**src/hdl/lpd_pkg.sv**
```systemverilog
// ----------------------------------------------------------------------------
// lpd_pkg
// Beat types, field offsets and codes shared by the lidar packet deframer.
// ----------------------------------------------------------------------------
package lpd_pkg;

  typedef struct packed {
    logic [7:0] data_byte;
    logic       packet_start;
  } in_beat_t;

  typedef struct packed {
    logic        kind;
    logic [3:0]  block_index;
    logic [15:0] block_id;
    logic [15:0] azimuth;
    logic [4:0]  laser_index;
    logic [15:0] distance;
    logic [7:0]  intensity;
    logic [31:0] gps_timestamp;
    logic [7:0]  status_type;
    logic [7:0]  status_value;
  } result_t;

  localparam logic KIND_POINT   = 1'b0;
  localparam logic KIND_TRAILER = 1'b1;

  // block header byte offsets
  localparam int HDR_ID_LO  = 0;
  localparam int HDR_ID_HI  = 1;
  localparam int HDR_AZ_LO  = 2;
  localparam int HDR_AZ_HI  = 3;
  localparam int HDR_BYTES  = 4;
  localparam int RET_BYTES  = 3;

  // trailer byte offsets
  localparam int TRL_TS0         = 0;
  localparam int TRL_TS1         = 1;
  localparam int TRL_TS2         = 2;
  localparam int TRL_TS3         = 3;
  localparam int TRL_STATUS_TYPE = 4;
  localparam int TRAILER_BYTES   = 6;

  // byte phase within one return
  localparam logic [1:0] PH_DIST_LO   = 2'd0;
  localparam logic [1:0] PH_DIST_HI   = 2'd1;
  localparam logic [1:0] PH_INTENSITY = 2'd2;

endpackage

```
**src/hdl/lpd_in_skid.sv**
```systemverilog
// ----------------------------------------------------------------------------
// lpd_in_skid
// Input skid register: holds one beat when the result side cannot take it,
// so the upstream stall comes straight from a flop.
// ----------------------------------------------------------------------------
module lpd_in_skid
  import lpd_pkg::*;
(
  input  logic     clk,
  input  logic     rst,
  input  logic     in_valid,
  input  in_beat_t in_data,
  output logic     stall,
  input  logic     drain,
  output logic     src_valid,
  output in_beat_t src_data
);

  logic     skid_valid;
  in_beat_t skid_data;

  assign stall     = skid_valid;
  assign src_valid = skid_valid | in_valid;
  assign src_data  = skid_valid ? skid_data : in_data;

  always_ff @(posedge clk) begin
    if (rst) begin
      skid_valid <= 1'b0;
    end else if (skid_valid) begin
      if (drain) begin
        skid_valid <= 1'b0;
      end
    end else if (in_valid && !drain) begin
      skid_valid <= 1'b1;
    end
  end

  always_ff @(posedge clk) begin
    if (!skid_valid && in_valid && !drain) begin
      skid_data <= in_data;
    end
  end

  assert property (@(posedge clk) disable iff (rst)
    skid_valid && !drain |=> skid_valid && $stable(skid_data))
    else $error("skid beat lost while blocked");

endmodule

```
**src/hdl/lpd_decode.sv**
```systemverilog
// ----------------------------------------------------------------------------
// lpd_decode
// Byte position tracking and field assembly. Builds the result of the
// current beat combinationally and advances the framing state on fire.
// ----------------------------------------------------------------------------
module lpd_decode
  import lpd_pkg::*;
#(
  parameter int PACKET_BYTES      = 1206,
  parameter int BLOCK_BYTES       = 100,
  parameter int BLOCKS_PER_PACKET = 12,
  parameter int LASERS_PER_BLOCK  = 32
) (
  input  logic     clk,
  input  logic     rst,
  input  logic     fire,
  input  in_beat_t beat,
  output logic     hit,
  output result_t  res
);

  localparam int POS_W         = $clog2(PACKET_BYTES);
  localparam int JW            = $clog2(BLOCK_BYTES);
  localparam int BLOCK_AREA    = BLOCKS_PER_PACKET * BLOCK_BYTES;
  localparam int TRAILER_START = PACKET_BYTES - TRAILER_BYTES;
  localparam int BLOCK_END     = (BLOCK_AREA < TRAILER_START) ? BLOCK_AREA : TRAILER_START;
  localparam int RET_END       = HDR_BYTES + RET_BYTES * LASERS_PER_BLOCK;

  logic [POS_W-1:0] pos, pos_c, pos_next;
  logic [JW-1:0]    j, j_c, j_next;
  logic [3:0]       blk, blk_c, blk_next;
  logic [4:0]       las, las_c, las_next;
  logic [1:0]       phase, phase_c, phase_next;
  logic [15:0]      id_hold, id_next;
  logic [15:0]      az_hold, az_next;
  logic [15:0]      dist_hold, dist_next;
  logic [31:0]      ts_hold, ts_next;
  logic [7:0]       st_hold, st_next;
  logic [7:0]       b;

  assign b = beat.data_byte;

  always_comb begin
    pos_c   = beat.packet_start ? '0 : pos;
    j_c     = beat.packet_start ? '0 : j;
    blk_c   = beat.packet_start ? '0 : blk;
    las_c   = beat.packet_start ? '0 : las;
    phase_c = beat.packet_start ? PH_DIST_LO : phase;

    j_next     = j_c;
    blk_next   = blk_c;
    las_next   = las_c;
    phase_next = phase_c;
    id_next    = id_hold;
    az_next    = az_hold;
    dist_next  = dist_hold;
    ts_next    = ts_hold;
    st_next    = st_hold;
    hit        = 1'b0;
    res        = '0;

    if (pos_c < POS_W'(BLOCK_END)) begin
      if (j_c == JW'(HDR_ID_LO)) begin
        id_next = {8'h00, b};
      end else if (j_c == JW'(HDR_ID_HI)) begin
        id_next = {b, id_hold[7:0]};
      end else if (j_c == JW'(HDR_AZ_LO)) begin
        az_next = {8'h00, b};
      end else if (j_c == JW'(HDR_AZ_HI)) begin
        az_next = {b, az_hold[7:0]};
      end else if (32'(j_c) < RET_END) begin
        phase_next = (phase_c == PH_INTENSITY) ? PH_DIST_LO : phase_c + 2'd1;
        case (phase_c)
          PH_DIST_LO: begin
            dist_next = {8'h00, b};
          end
          PH_DIST_HI: begin
            dist_next = {b, dist_hold[7:0]};
          end
          PH_INTENSITY: begin
            hit             = 1'b1;
            res.kind        = KIND_POINT;
            res.block_index = blk_c;
            res.block_id    = id_hold;
            res.azimuth     = az_hold;
            res.laser_index = las_c;
            res.distance    = dist_hold;
            res.intensity   = b;
            dist_next       = '0;
            las_next        = las_c + 5'd1;
          end
          default: begin
          end
        endcase
      end
      if (j_c == JW'(BLOCK_BYTES - 1)) begin
        j_next     = '0;
        blk_next   = blk_c + 4'd1;
        las_next   = '0;
        id_next    = '0;
        az_next    = '0;
        phase_next = PH_DIST_LO;
      end else begin
        j_next = j_c + JW'(1);
      end
    end else if (pos_c >= POS_W'(TRAILER_START)) begin
      if (pos_c == POS_W'(TRAILER_START + TRL_TS0)) begin
        ts_next = {24'h000000, b};
      end else if (pos_c == POS_W'(TRAILER_START + TRL_TS1)) begin
        ts_next[15:8] = b;
      end else if (pos_c == POS_W'(TRAILER_START + TRL_TS2)) begin
        ts_next[23:16] = b;
      end else if (pos_c == POS_W'(TRAILER_START + TRL_TS3)) begin
        ts_next[31:24] = b;
      end else if (pos_c == POS_W'(TRAILER_START + TRL_STATUS_TYPE)) begin
        st_next = b;
      end else begin
        hit               = 1'b1;
        res.kind          = KIND_TRAILER;
        res.gps_timestamp = ts_hold;
        res.status_type   = st_hold;
        res.status_value  = b;
      end
    end

    if (pos_c == POS_W'(PACKET_BYTES - 1)) begin
      pos_next   = '0;
      j_next     = '0;
      blk_next   = '0;
      las_next   = '0;
      phase_next = PH_DIST_LO;
    end else begin
      pos_next = pos_c + POS_W'(1);
    end
  end

  always_ff @(posedge clk) begin
    if (rst) begin
      pos   <= '0;
      j     <= '0;
      blk   <= '0;
      las   <= '0;
      phase <= PH_DIST_LO;
    end else if (fire) begin
      pos   <= pos_next;
      j     <= j_next;
      blk   <= blk_next;
      las   <= las_next;
      phase <= phase_next;
    end
  end

  always_ff @(posedge clk) begin
    if (fire) begin
      id_hold   <= id_next;
      az_hold   <= az_next;
      dist_hold <= dist_next;
      ts_hold   <= ts_next;
      st_hold   <= st_next;
    end
  end

  assert property (@(posedge clk) disable iff (rst)
    phase == PH_DIST_LO || phase == PH_DIST_HI || phase == PH_INTENSITY)
    else $error("return phase out of range");

  assert property (@(posedge clk) disable iff (rst)
    fire && hit && res.kind == KIND_TRAILER |-> pos_c == POS_W'(PACKET_BYTES - 1))
    else $error("trailer result away from last packet byte");

endmodule

```
**src/hdl/lidar_packet_deframer.sv**
```systemverilog
// ----------------------------------------------------------------------------
// lidar_packet_deframer
// Splits a lidar firing-data packet, one byte per beat, into point results
// (one per return) and one trailer result per packet.
// ----------------------------------------------------------------------------
// Takes one byte per clock, while the result side does not stall, with no
// gaps of its own making. With the result side free, the result of an
// accepted byte, if any, is in the output register from the next cycle.
// The byte position counter and the field holds advance by one byte per
// cycle while bytes are taken, and that update loop sets the rate. An input
// skid register takes one more byte while the result side stalls; the byte
// side then stalls until the held byte has moved on after the result side
// frees up. packet_start on a byte realigns framing to the packet start; a
// packet also rolls over to the next on its own after its final byte.
// ----------------------------------------------------------------------------
module lidar_packet_deframer
  import lpd_pkg::*;
#(
  parameter int PACKET_BYTES      = 1206,
  parameter int BLOCK_BYTES       = 100,
  parameter int BLOCKS_PER_PACKET = 12,
  parameter int LASERS_PER_BLOCK  = 32
) (
  input  logic     clk,
  input  logic     rst,
  input  logic     byte_valid,
  output logic     byte_stall,
  input  in_beat_t byte_data,
  output logic     result_valid,
  input  logic     result_stall,
  output result_t  result_data
);

  logic     out_free;
  logic     src_valid;
  in_beat_t src_data;
  logic     fire;
  logic     hit;
  result_t  res;

  assign out_free = !result_valid || !result_stall;
  assign fire     = src_valid && out_free;

  lpd_in_skid u_skid (
    .clk       (clk),
    .rst       (rst),
    .in_valid  (byte_valid),
    .in_data   (byte_data),
    .stall     (byte_stall),
    .drain     (out_free),
    .src_valid (src_valid),
    .src_data  (src_data)
  );

  lpd_decode #(
    .PACKET_BYTES      (PACKET_BYTES),
    .BLOCK_BYTES       (BLOCK_BYTES),
    .BLOCKS_PER_PACKET (BLOCKS_PER_PACKET),
    .LASERS_PER_BLOCK  (LASERS_PER_BLOCK)
  ) u_decode (
    .clk  (clk),
    .rst  (rst),
    .fire (fire),
    .beat (src_data),
    .hit  (hit),
    .res  (res)
  );

  always_ff @(posedge clk) begin
    if (rst) begin
      result_valid <= 1'b0;
    end else if (fire) begin
      result_valid <= hit;
    end else if (out_free) begin
      result_valid <= 1'b0;
    end
  end

  always_ff @(posedge clk) begin
    if (fire && hit) begin
      result_data <= res;
    end
  end

  assert property (@(posedge clk) disable iff (rst)
    byte_stall && !result_stall |=> !byte_stall)
    else $error("skid beat not drained with result side free");

  assert property (@(posedge clk) disable iff (rst)
    result_valid && result_data.kind == KIND_POINT
      |-> 32'(result_data.laser_index) < LASERS_PER_BLOCK)
    else $error("laser index beyond block");

  assert property (@(posedge clk) disable iff (rst)
    result_valid && result_data.kind == KIND_POINT
      |-> 32'(result_data.block_index) < BLOCKS_PER_PACKET)
    else $error("block index beyond packet");

endmodule
```
**config.mk**
```make
export PLATFORM = sky130hd
export DESIGN_NAME = lidar_packet_deframer
export DESIGN_NICKNAME = d
export VERILOG_FILES = /design/src/hdl/lpd_pkg.sv /design/src/hdl/lpd_in_skid.sv /design/src/hdl/lpd_decode.sv /design/src/hdl/lidar_packet_deframer.sv
export SDC_FILE = /design/constraint.sdc
export NUM_CORES = 1
export LEC_CHECK = 0
export BUFFER_PORTS_ARGS = -buffer_cell sky130_fd_sc_hd__buf_2
export CAP_MARGIN = 20
export CORE_MARGIN = 2
export CORE_UTILIZATION = 48
export DETAILED_ROUTE_END_ITERATION = 8
export PLACE_DENSITY_LB_ADDON = 0.05
export RECOVER_POWER = 25
export SETUP_SLACK_MARGIN = 0.3
export SYNTH_ARGS = -nofsm -noshare
export SYNTH_HDL_FRONTEND = slang
export SYNTH_HIERARCHICAL = 1
export SYNTH_SLANG_ARGS = --single-unit
```
**constraint.sdc**
```tcl
create_clock -name clk -period 10.3 [get_ports clk]
set_input_delay 0.515 -clock clk [delete_from_list [all_inputs] [get_ports clk]]
set_output_delay 0.515 -clock clk [all_outputs]
set_load 0.05 [all_outputs]
```
Word-level counts from Yosys, hierarchy flattened
Index checks and enable logic that the tools add are counted.
{"block": "word_totals", "in_bits": 13, "latchBits": 0, "wordCells": 172, "ram_bits": 0, "ff_bits": 242, "romBits": 0, "mem_count": 0}
{"block": "classes", "n_mux": 68, "n_eq_ne": 16, "bitwise": 14, "reduce_logical": 36, "n_addsub": 5, "n_shift": 0, "div": 0, "multipliers": 0, "magnitude_cmp": 3}
{"op": "$mux W66", "count": 5}
{"op": "$mux W16", "count": 6}
{"op": "$eq A11 B11 Y1 const B", "count": 6}
{"op": "$mux W65", "count": 1}
{"op": "$mux W5", "count": 10}
{"op": "$pmux W16 S3", "count": 1}
{"op": "$mux W8", "count": 5}
{"op": "$mux W7", "count": 4}
{"op": "$mux W11", "count": 2}
{"op": "$mux W2", "count": 10}
{"op": "$mux W1", "count": 19}
{"op": "$mux W4", "count": 4}
{"op": "$reduce_and A8 Y1", "count": 2}
{"op": "$reduce_and A5 Y1", "count": 3}
{"op": "$eq A7 B2 Y1 const B", "count": 2}
{"op": "$reduce_bool A2 Y1", "count": 7}
{"op": "$reduce_or A7 Y1", "count": 2}
{"op": "$not A1 Y1", "count": 13}
{"op": "$add A11 B1 Y11 const B", "count": 1}
{"op": "$ge A11 B11 Y1 const B", "count": 1}
{"op": "$lt A11 B11 Y1 const B", "count": 1}
{"op": "$mux W9", "count": 1}
{"op": "$reduce_and A9 Y1", "count": 1}
{"op": "$reduce_bool A3 Y1", "count": 3}
{"op": "21 further kinds", "count": 32}

Depth between registers and ports, before layout
Gate-level depths: netlist (run 1).
{"block": "depth", "depth_word": 12, "depth_mapped": 14, "depth_no_buf": 10}

Hierarchy
The synthesis (run 1) kept the hierarchy.
{"module": "lpd_decode", "area_per_inst_um2": 5945.7, "n_inst": 1, "cells_each": 574}
{"module": "lidar_packet_deframer", "area_per_inst_um2": 3469.6, "n_inst": 1, "cells_each": 120}
{"module": "lpd_in_skid", "area_per_inst_um2": 457.9, "n_inst": 1, "cells_each": 23}

Worst setup path before layout (run 1)
Ideal clock, no wire load.
{"block": "synth_path", "path_type": "reg2reg", "from": "reg u_skid.skid_valid, in the netlist u_skid/stall", "to": "reg result_data[0] (netlist bit), enable pin", "setup_slack_ns": 1.175, "t_required_ns": 9.675, "t_arrival_ns": 8.500, "synth_period_minus_slack_ns": 9.125, "stages_incl_launch_ff": 14, "cell_sequence": "dfxtp_1 -> buf_6 -> mux2_4 -> buf_2 -> buf_2 -> nor2_1 -> inv_1 -> ha_1 -> or4_1 -> o211ai_2 -> nand4_1 -> nand2b_1 -> nand2_1 -> a21oi_1"}
{"element": "start, declared", "line": "lpd_in_skid.sv:19", "text": "logic skid_valid;"}
{"element": "start signal, assigned", "line": "lpd_in_skid.sv:28", "text": "skid_valid <= 1'b0;"}
{"element": "start signal, assigned", "line": "lpd_in_skid.sv:31", "text": "skid_valid <= 1'b0;"}
{"element": "start signal, assigned", "line": "lpd_in_skid.sv:34", "text": "skid_valid <= 1'b1;"}
{"element": "end signal, assigned", "line": "lidar_packet_deframer.sv:81", "text": "result_data <= res;"}
{"element": "end, declared", "line": "lidar_packet_deframer.sv:31", "text": "output result_t result_data"}

==> results.ini, run 1 <==
[cts]
cts_hold_buf=0
cts_tree=yes
clockRootBuffer=clkbuf_16
htree_levels=1
clkTransAtPathRegs_ns=0.06
clkLatencyLatePin_ns=0.52
clk_path_buf_depth=3
post_cts_buffers=0
cts_resized=0
cts.sinks=242
numCtsBuffers=25

[yosys]
yosysWarnings=6
synth_ff_type=edfxtp_1
synth.avg_cell_area_um2=13.77
synth_area_leader_cell=edfxtp_1
synth_area_leaders=edfxtp_1 64%, and2_1 8.6%, dfxtp_1 6.3%, nor2_1 2.0%, ha_1 1.9%
synth_async_sr_flop_share=0
yosysSeqAreaShare=0.7046
synth_nets=745
synth_cells=717
ys_types=62
synth_edf_count=211
synth_top_area_share=0.6417
syn_area_um2=9873
ys_ff_latch=242

[die]
placementRows=52
ios=129
start_util=0.4879
die_h_um=147.4
die_x_um=147.4
die_area_um2=21730
core_area_um2=20230

[detailed_routing]
routed_wl_um=20650
drtIter0Drc=463
ant_nets=0
detail_route.wl_per_cell_um=18.23
dr_total_vias=5951
vias_per_cell=5.252
drc=0
first_pass_iters=5

[worst_setup_path]
path_cells=mux2_4 -> nand2b_1 -> inv_1 -> ha_1 -> or4_1 -> o211ai_2 -> nand4_1 -> nand2b_1 -> nand2_1 -> a21oi_4 -> buf_4
crit_top_cell=nand2b_1
crit_path_end_kind=register
r2r_cells=11
critPathMaxFanout=59
cp.required_ns=10.44
crit_path_top_delay_cell=dfxtp_1
crit_family=simple AND/OR/NAND/NOR gates
path_depth=11
path_class=reg2reg
crit_arrival_ns=4.26
startpoint_type=register
cp_num_buf_inv=2
slowest_delay_ns=0.62

[sta]
rsz0062_at_grt=no
finalSetupViolCount=0
fmax_ghz=0.2428
skew_ns=0.01515
worst_pin_slew_ns=0.8777
drv_slew=0
finalWorstSetupSlack_ns=6.182
slew_headroom=0.4141
period_share=0.3998
post-route-min-period_ns=4.118
finalHoldViolCount=0
tns_ns=0

[global_route]
use_met1=0.2540
use_met3=0.03457
top_usage_layer=met2
grt_start_max_net_pins=68
grt_pass1_vias=5767
grt_pass1_wl_um=31530
grt.total_usage=0.1860
met2_usage=0.3086
gr-total-overflow=0
antenna_found_initial=0

[placed_design]
hpwl_um=13420
place_area_um2=10730
port_buffers=128
finalWeightedCongestion=0.8283
post-place-ws_ns=6.060
dp.cells=1087

[layout]
mostFrequentLayoutCells=211 x edfxtp_1, 136 x and2_1, 122 x clkbuf_1
num_antenna_cells=0
register_area_um2=6957
final_common_cell=edfxtp_1
final_area_um2=11410
stdcell_count=1133
nFillCells=1748
fin_util=0.5639
syn_to_final_growth_pct=15.56
multiInputGateArea_um2=2643
layout.nets=874
drive_gt1_frac=0.07879

[power_and_ir_drop]
seqPwrFrac=0.522
p_sw_w=0.0003965
vdd_drop_max_mv=0.1371
internal_power_w=0.001648
swShare=0.1940
clkPwrFrac=0.454
p_comb_frac=0.024
power_leakage_nw=3.816
power_density_nw_per_um2=179.2

[hold_path]
holdPathStages=1
holdCritPathClass=in2reg

[run_status]
status=complete, no violations

[job]
max_cap_viol_count=0

worst register-to-register path: stages, from the launching register on:
cell and delay (ns):
dfxtp_1 0.62, mux2_4 0.47, nand2b_1 0.28, inv_1 0.09, ha_1 0.29, or4_1 0.56
o211ai_2 0.12, nand4_1 0.27, nand2b_1 0.18, nand2_1 0.11, a21oi_4 0.13, buf_4 0.59
power by group through the flow:
stage          registers, W  clock network [W]  logic [W]
2_1_floorplan       0.00109                  0  0.0000328
3_3_place_gp        0.00109                  0  0.0000496
3_5_place_dp        0.00109                  0  0.0000509
4_1_cts             0.00107           0.000952  0.0000511
5_1_grt             0.00107           0.000986  0.0000544
6_report            0.00107           0.000929  0.0000492
sequential cells by signal, summed over array words and instances, names as in the netlist, 8 cells and up:
signal and cells:
result_data 114, u_decode/ts_hold 32, u_decode/az_hold 16, u_decode/dist_hold 16, u_decode/id_hold 16, u_decode/pos 11
u_skid/skid_data 9, u_decode/st_hold 8
worst paths after layout:
kind              slack [ns]                   to       startpoint
hold / removal          0.19  u_skid/skid_data[5]     byte_data[5]
setup reg to reg        6.18     result_data[109]     u_skid/stall
hold reg to reg         0.47      u_decode/blk[3]  u_decode/blk[3]
setup / recovery        6.18     result_data[109]     u_skid/stall
kinds of logic after synthesis:
logic type	synth area share
buffers and inverters	0.02623
DFF	0.7046
adders and majority gates	0.01901
muxes	0.01584
AOI/OAI and AO/OA	0.05855
and+or+nand+nor	0.1749
xor gates and xnor gates	0.0008872
through the flow:
stage	power (W)	hold slack, ns
floorplan	0.001119	0.4295
global placement	0.001136	0.4483
detailed placement	0.001138	0.4581
CTS	0.002070	0.1733
global route	0.002107	0.1721
finish	0.002044	0.1939
metal layers:
metal,vias up,share of wire
met3,34,0.055
li1,2842,-
met1,2886,0.46
met2,189,0.47
met4,0,0.022
met5,-,0
final cells by class:
type / count / area share
inverters: 22 / 0.007238
clock inverters: 15 / 0.01809
repair buffers: 135 / 0.04759
well taps: 270 / 0.02961
clock buffers: 29 / 0.05615
multi-input cells: 420 / 0.2316
flip-flops and latches: 242 / 0.6097
synth_stat cells (8+ instances only):
master	n
clkbuf_1	14
nor2_1	53
buf_2	8
nand3_1	9
inv_1	21
and3_1	9
dfxtp_1	31
nor2b_1	12
edfxtp_1	211
o21ai_0	20
nor3_1	11
nand2_1	33
ha_1	15
mux2_4	9
a21oi_1	32
and2_1	136
No activity file was read; power rests on OpenSTA's default activity.
==> run 2, diff against run 1 <==
--- a/config.mk
+++ b/config.mk
@@ -5,6 +5,7 @@
 export SDC_FILE = /design/constraint.sdc
 export NUM_CORES = 1
 export LEC_CHECK = 0
+export ABC_AREA = 1
 export BUFFER_PORTS_ARGS = -buffer_cell sky130_fd_sc_hd__buf_2
 export CAP_MARGIN = 20
 export CORE_MARGIN = 2
==> constraint.sdc (replaced) <==
create_clock -name clk -period 3.5 [get_ports clk]
set_input_delay 0.175 -clock clk [delete_from_list [all_inputs] [get_ports clk]]
set_output_delay 0.175 -clock clk [all_outputs]
set_load 0.05 [all_outputs]
==> run 2 against run 1 <==
Net effect:
- critical path depth up 5
- count of clock-buffer cells in the layout up 1
- global-route usage about the same
- wire length up 4.0%
- critical endpoint is now result_data[100]
- largest power group unchanged
- highest routed layer unchanged
==> results.ini, run 2 <==
[yosys]
ys_types=39  ; -37%
synth_cells=951  ; +33%
synth_ff_type=edfxtp_1
synth_top_area_share=0.6129  ; -0.02889
yosysSeqAreaShare=0.6729  ; -0.03172
syn_area_um2=10340  ; +4.7%
yosysWarnings=6  ; unchanged
synth_edf_count=211  ; unchanged
synth_async_sr_flop_share=0  ; unchanged
synth_nets=979  ; +31%
synth_area_leaders=edfxtp_1 61%, inv_1 6.1%, dfxtp_1 6.0%, nand2_1 5.6%, nor2_1 5.2%
synth.most_common_cell=edfxtp_1
synth_area_leader_cell=edfxtp_1
synth.avg_cell_area_um2=10.87  ; -21%
synth.top_cells.by_count=211 x edfxtp_1, 169 x inv_1, 154 x nand2_1
ys_ff_latch=242  ; unchanged

[layout]
largestRegisters=result_data: 114 flops, u_decode/ts_hold: 32 flops
final_common_cell=edfxtp_1
num_antenna_cells=0  ; unchanged
mostFrequentLayoutCells=211 x edfxtp_1, 167 x inv_1, 149 x nand2_1
syn_to_final_growth_pct=17.96
final_area_um2=12200  ; +6.9%
top_register=result_data
largest_reg_flops=114  ; unchanged
layout.nets=1140  ; +30%
drive_gt1_frac=0.1391  ; +0.06027

[die]
ios=129  ; unchanged
die_x_um=150.8  ; +2.3%
die_area_um2=22730  ; +4.6%
core_area_um2=21090  ; +4.2%
start_util=0.4903  ; +0.002327
die_h_um=150.8  ; +2.3%
placementRows=53  ; +1.9%

[worst_setup_path]
path_cells=inv_1 -> nand2_1 -> nand2_2 -> buf_4 -> nor2_2 -> inv_1 -> ha_1 -> nand4_1 -> nand3_1 -> a31oi_1 -> nand3_2 -> nand2_2 -> inv_2 -> nor3_4 -> buf_4 -> buf_6
crit_path_end_kind=register
critPathMaxFanout=22  ; -63%
cp.required_ns=3.72  ; -6.72 ns
startpoint_type=register
slowest_delay_ns=0.42  ; -0.20 ns
path_class=reg2reg
crit_arrival_ns=3.31  ; -0.95 ns
crit_path_top_delay_cell=dfxtp_4

[power_and_ir_drop]
internal_power_w=0.004688  ; +180%
power_density_nw_per_um2=484.3  ; +170%
power_leakage_nw=4.586  ; +20%
swShare=0.2063  ; +0.01235
p_sw_w=0.001219  ; +210%
p_comb_frac=0.028  ; +0.004
vdd_drop_max_mv=0.3611  ; +160%
clkPwrFrac=0.440  ; -0.014
seqPwrFrac=0.531  ; +0.009

[sta]
worst_pin_slew_ns=0.7576  ; -0.1202 ns
finalSetupViolCount=0  ; unchanged
rsz0062_at_grt=yes
fmax_ghz=0.3235  ; +33%
skew_ns=0.01141  ; -0.003740 ns
post-route-min-period_ns=3.091  ; -1.027 ns
finalHoldViolCount=0  ; unchanged
period_share=0.8833  ; +0.4834
drv_slew=0  ; unchanged
slew_headroom=0.4931  ; +0.07905
tns_ns=0  ; unchanged

[detailed_routing]
first_pass_iters=5  ; unchanged
dr_total_vias=6706  ; +13%
dr_wl_met3_um=1133  ; -0.96%
vias_per_cell=4.776  ; -9.1%
routed_wl_um=21480  ; +4.0%
routed-wl-met2_um=9720  ; +0.69%
routedLengthMet1_um=10240  ; +8.9%
drc=0  ; unchanged
drtIter0Drc=406  ; -12%
ant_nets=0  ; unchanged
detail_route.wl_per_cell_um=15.30  ; -16%
top_layer_used=met4

[global_route]
antenna_found_initial=0  ; unchanged
gr-total-overflow=0  ; unchanged
grt_start_max_net_pins=89  ; +31%
grt_pass1_wl_um=32800  ; +4.0%
grt.total_usage=0.1855  ; -0.0004942
grt_pass1_vias=6179  ; +7.1%

[cts]
numCtsBuffers=26  ; +4.0%
clkTransAtPathRegs_ns=0.06  ; about the same
clockRootBuffer=clkbuf_16
clkLatencyLatePin_ns=0.53  ; about the same
cts_tree=yes
clk_path_buf_depth=3  ; unchanged
htree_levels=1  ; unchanged
cts.sinks=242  ; unchanged

[job]
max_cap_viol_count=0  ; unchanged

[hold_path]
holdCritPathClass=in2reg

[placed_design]
port_buffers=128  ; unchanged
finalWeightedCongestion=0.8286  ; about the same
hpwl_um=13930  ; +3.8%
place_area_um2=11320  ; +5.5%

[run_status]
status=complete, no violations

-- run 2: changes by cell type after synthesis, moves of 10 or more --
| cell | change |
|---|---|
| nor2_2 | +43 |
| nand2_1 | +121 |
| and2_1 | -136 |
| nand2_2 | +10 |
| inv_1 | +148 |
| nor2_1 | +89 |
| nor2b_1 | -12 |
| nand3_1 | +27 |
-- run 2: cell type report --
class	instances	area [um^2]
clock buffer	30	665.6
fill	1901	8892
multi-input combinational	503	2564
sequential	242	6960
inverter	178	675.6
tap	275	344.1
clock inverter	15	146.4
timing repair buffer	161	839.6
-- run 2: power groups by stage --
stage          sequential, W  clock, W  combinational, W
2_1_floorplan        0.00320         0          0.000103
3_3_place_gp         0.00320         0          0.000159
3_5_place_dp         0.00320         0          0.000160
4_1_cts              0.00314   0.00267          0.000169
5_1_grt              0.00314   0.00278          0.000189
6_report             0.00314   0.00260          0.000168
-- run 2: routing by layer --
layer,vias to the layer above,global-route usage
met2,166,0.2857
met1,3136,0.2765
met5,-,0
li1,3373,-
met3,31,0.02939
met4,0,0.04860
-- run 2: cell families after synthesis --
group | share of synthesized area
simple gates | 0.1889
flops | 0.6729
xor+xnor | 0.003388
compound gates | 0.03098
buf+inv | 0.08568
fa+ha+maj | 0.01815
-- run 2: through the flow --
step	total power [W]	util	setup slack (ns)	instances	hold WS, ns
3_3_place_gp	0.003358	0.5367	0.3721	1344	0.3786
3_5_place_dp	0.003359	0.5367	0.3380	1344	0.3746
5_1_grt	0.006104	0.5783	0.1764	1404	0.1378
2_1_floorplan	0.003301	-	-1.831	951	0.2739
4_1_cts	0.005976	0.5799	0.3182	1399	0.1065
6_report	0.005907	0.5783	0.4086	1404	0.1283
-- run 2: critical path, delay by kind of cell (launching register included) --
family,cells,cell delay [ns]
buffers and inverters,6,0.92
AO/OA/AOI/OAI,1,0.19
adder cells (fa/ha/maj),1,0.26
AND/OR/NAND/NOR,8,0.97
flip-flops,1,0.42
-- run 2: what timing repair did --
action | CTS | global route
setup endpoints to repair | 0 | 236
gates resized for setup | 0 | 16
endpoints found under the hold margin | 10 | 0
buffers inserted | 0 | 2
hold buffers | 10 | 0
-- run 2: worst paths after layout --
kind / slack [ns] / startpoint / to / cells past startpoint
worst max register to register: 0.41 / u_skid/stall / result_data[100] / 16
worst min register to register: 0.47 / u_decode/blk[2] / u_decode/blk[2] / 2
worst max-delay path: 0.41 / u_skid/stall / result_data[100] / 16
worst min-delay path: 0.13 / result_stall / u_skid/stall / 5
==> run 3, diff against run 2 <==
--- a/config.mk
+++ b/config.mk
@@ -8,6 +8,7 @@
 export ABC_AREA = 1
 export BUFFER_PORTS_ARGS = -buffer_cell sky130_fd_sc_hd__buf_2
 export CAP_MARGIN = 20
+export CORE_ASPECT_RATIO = 0.9
 export CORE_MARGIN = 2
 export CORE_UTILIZATION = 48
 export DETAILED_ROUTE_END_ITERATION = 8
==> run 3 against run 2 <==
Net effect:
- critical path depth up 2
- die area about the same
- sequential share of layout area about the same
- first-iteration DRC count up 6.9%
- worst setup slack better by 0.079 ns
- register-to-register slack better by 0.08 ns
- total power up 0.28%
- via count down 1.1%
- non-clock buffer count up 1
- final cell count up 1.1%
- highest routed layer unchanged
==> results.ini, run 3 (synthesized netlist as in run 2, its figures left out) <==
[detailed_routing]
detail_route.wl_per_cell_um=14.80  ; -3.3%
drtIter0Drc=434  ; +6.9%
vias_per_cell=4.675  ; -2.1%
dr_total_vias=6634  ; -1.1%
ant_nets=0  ; unchanged
first_pass_iters=5  ; unchanged
routed_wl_um=21000  ; -2.2%
drc=0  ; unchanged

[die]
die_h_um=143.2  ; -5.0%
placementRows=50  ; -5.7%
die_area_um2=22730  ; about the same
core_area_um2=20960  ; -0.62%
die_x_um=158.7  ; +5.3%
ios=129  ; unchanged
start_util=0.4933  ; +0.003044

[placed_design]
port_buffers=128  ; unchanged
hpwl_um=13910  ; about the same
dp.cells=1359  ; +1.1%
finalWeightedCongestion=0.8295  ; +0.11%
post-place-ws_ns=0.3055  ; -0.03245 ns

[power_and_ir_drop]
power_leakage_nw=4.586  ; about the same
vdd_drop_max_mv=0.4364  ; +21%
power_density_nw_per_um2=485.7  ; +0.29%

[sta]
skew_ns=0.009736  ; -0.001670 ns
rsz0062_at_grt=no
holdWs_ns=0.08888  ; -0.03943 ns
period_share=0.8608  ; -0.02244
finalSetupViolCount=0  ; unchanged
tns_ns=0  ; unchanged
fmax_ghz=0.3319  ; +2.6%
slew_headroom=0.5211  ; +0.02799
finalHoldViolCount=0  ; unchanged
post-route-min-period_ns=3.013  ; -0.07853 ns
finalWorstSetupSlack_ns=0.4871  ; +0.07853 ns
worst_pin_slew_ns=0.7157  ; -0.04184 ns
drv_slew=0  ; unchanged

[cts]
clk_path_buf_depth=3  ; unchanged
clkLatencyLatePin_ns=0.53  ; about the same
cts.sinks=242  ; unchanged
clockRootBuffer=clkbuf_16
htree_levels=1  ; unchanged
clkTransAtPathRegs_ns=0.06  ; about the same
cts_tree=yes
numCtsBuffers=26  ; unchanged

[hold_path]
holdCritPathClass=in2reg
min_from=result_stall
holdPathEnd=u_skid/stall
holdPathStages=5  ; unchanged

[layout]
mostFrequentLayoutCells=211 x edfxtp_1, 167 x inv_1, 149 x nand2_1
syn_to_final_growth_pct=17.95  ; about the same
largestRegisters=result_data: 114 flops, u_decode/ts_hold: 32 flops
largest_reg_flops=114  ; unchanged
top_register=result_data
layout.nets=1141  ; +0.088%
num_antenna_cells=0  ; unchanged
final_common_cell=edfxtp_1
drive_gt1_frac=0.1386  ; -0.0004909
stdcell_count=1419  ; +1.1%

[global_route]
grt_pass1_wl_um=33300  ; +1.5%
gr-total-overflow=0  ; unchanged
grt_pass1_vias=6251  ; +1.2%
antenna_found_initial=0  ; unchanged
grt_start_max_net_pins=66  ; -26%
grt.total_usage=0.1853  ; -0.0002092

[worst_setup_path]
critPathMaxFanout=29  ; +32%
reg2reg_slack_ns=0.49  ; +0.08 ns
r2r_cells=18  ; +2
path_class=reg2reg
cp.required_ns=3.73  ; about the same
r2r_end=result_data[52]
crit_path_end_kind=register
startpoint_type=register
crit_arrival_ns=3.24  ; -0.07 ns
r2r_start=u_skid/stall

[job]
max_cap_viol_count=0  ; unchanged

[run_status]
status=complete, no violations

==> run 3: cell types whose count changed in the layout (fill, tap and decap cells not counted), sizes merged <==
cell      previous run  this run
clkbuf             158       159
buf                 23        26
clkinv              10        11
clkinvlp             3         2
==> run 3: layer usage <==
layer	share of wire	track usage	wire length, um
met1	0.49	0.2754	10380
met2	0.44	0.2861	9274
met3	0.045	0.02904	941
met4	0.019	0.04925	394
met5	0	0	0
==> run 3: critical path: stages (launching register included) <==
cell	delay, ns
dfxtp_4	0.39
inv_1	0.20
nand2_1	0.10
nand2_2	0.16
inv_6	0.11
nand2_2	0.13
inv_1	0.11
ha_4	0.19
inv_2	0.06
nor2_2	0.04
nand2_1	0.08
nand2_2	0.11
nor2_8	0.20
nand3_2	0.12
nand2_2	0.08
inv_2	0.05
nor3_4	0.18
buf_4	0.20
buf_12	0.20
==> run 3: how the worst max path moves through the flow <==
stage,startpoint,to,slack [ns],cells past startpoint
floorplan,u_skid/stall,result_data[0],-1.83,20
global placement,u_skid/stall,result_data[10],0.39,17
detailed placement,u_skid/stall,result_data[28],0.31,17
CTS,u_skid/stall,result_data[42],0.34,10
global route,u_skid/stall,result_data[92],0.23,17
finish,u_skid/stall,result_data[52],0.49,18
==> run 3: stage by stage <==
stage	util	total power, W	cell area (um^2)
floorplan	-	0.003301	10410
global placement	0.5439	0.003358	11400
detailed placement	0.5439	0.003361	11400
CTS	0.5885	0.005987	12330
global route	0.5819	0.006124	12190
finish	0.5819	0.005923	12190
==> run 3: cell type report <==
class	count	area [um^2]
multi-input combinational	503	2556
tap	286	357.8
inverter	178	675.6
timing repair buffer	162	824.5
clock buffer	33	676.9
clock inverter	15	142.6
fill	1859	8763
sequential	242	6960
==> run 3: repair_timing <==
action,4_1_cts,5_1_grt
hold buffers,10,0
endpoints found under the hold margin,10,0
endpoints found under the setup margin,33,231
gates resized for setup,0,6
buffers inserted,2,0
pin swaps,1,0
cloned,0,0
==> run 3: power breakdown <==
part           switching [W]  internal (W)
clock                0.00109       0.00152
combinational       0.000121     0.0000462
sequential        0.00000695       0.00313
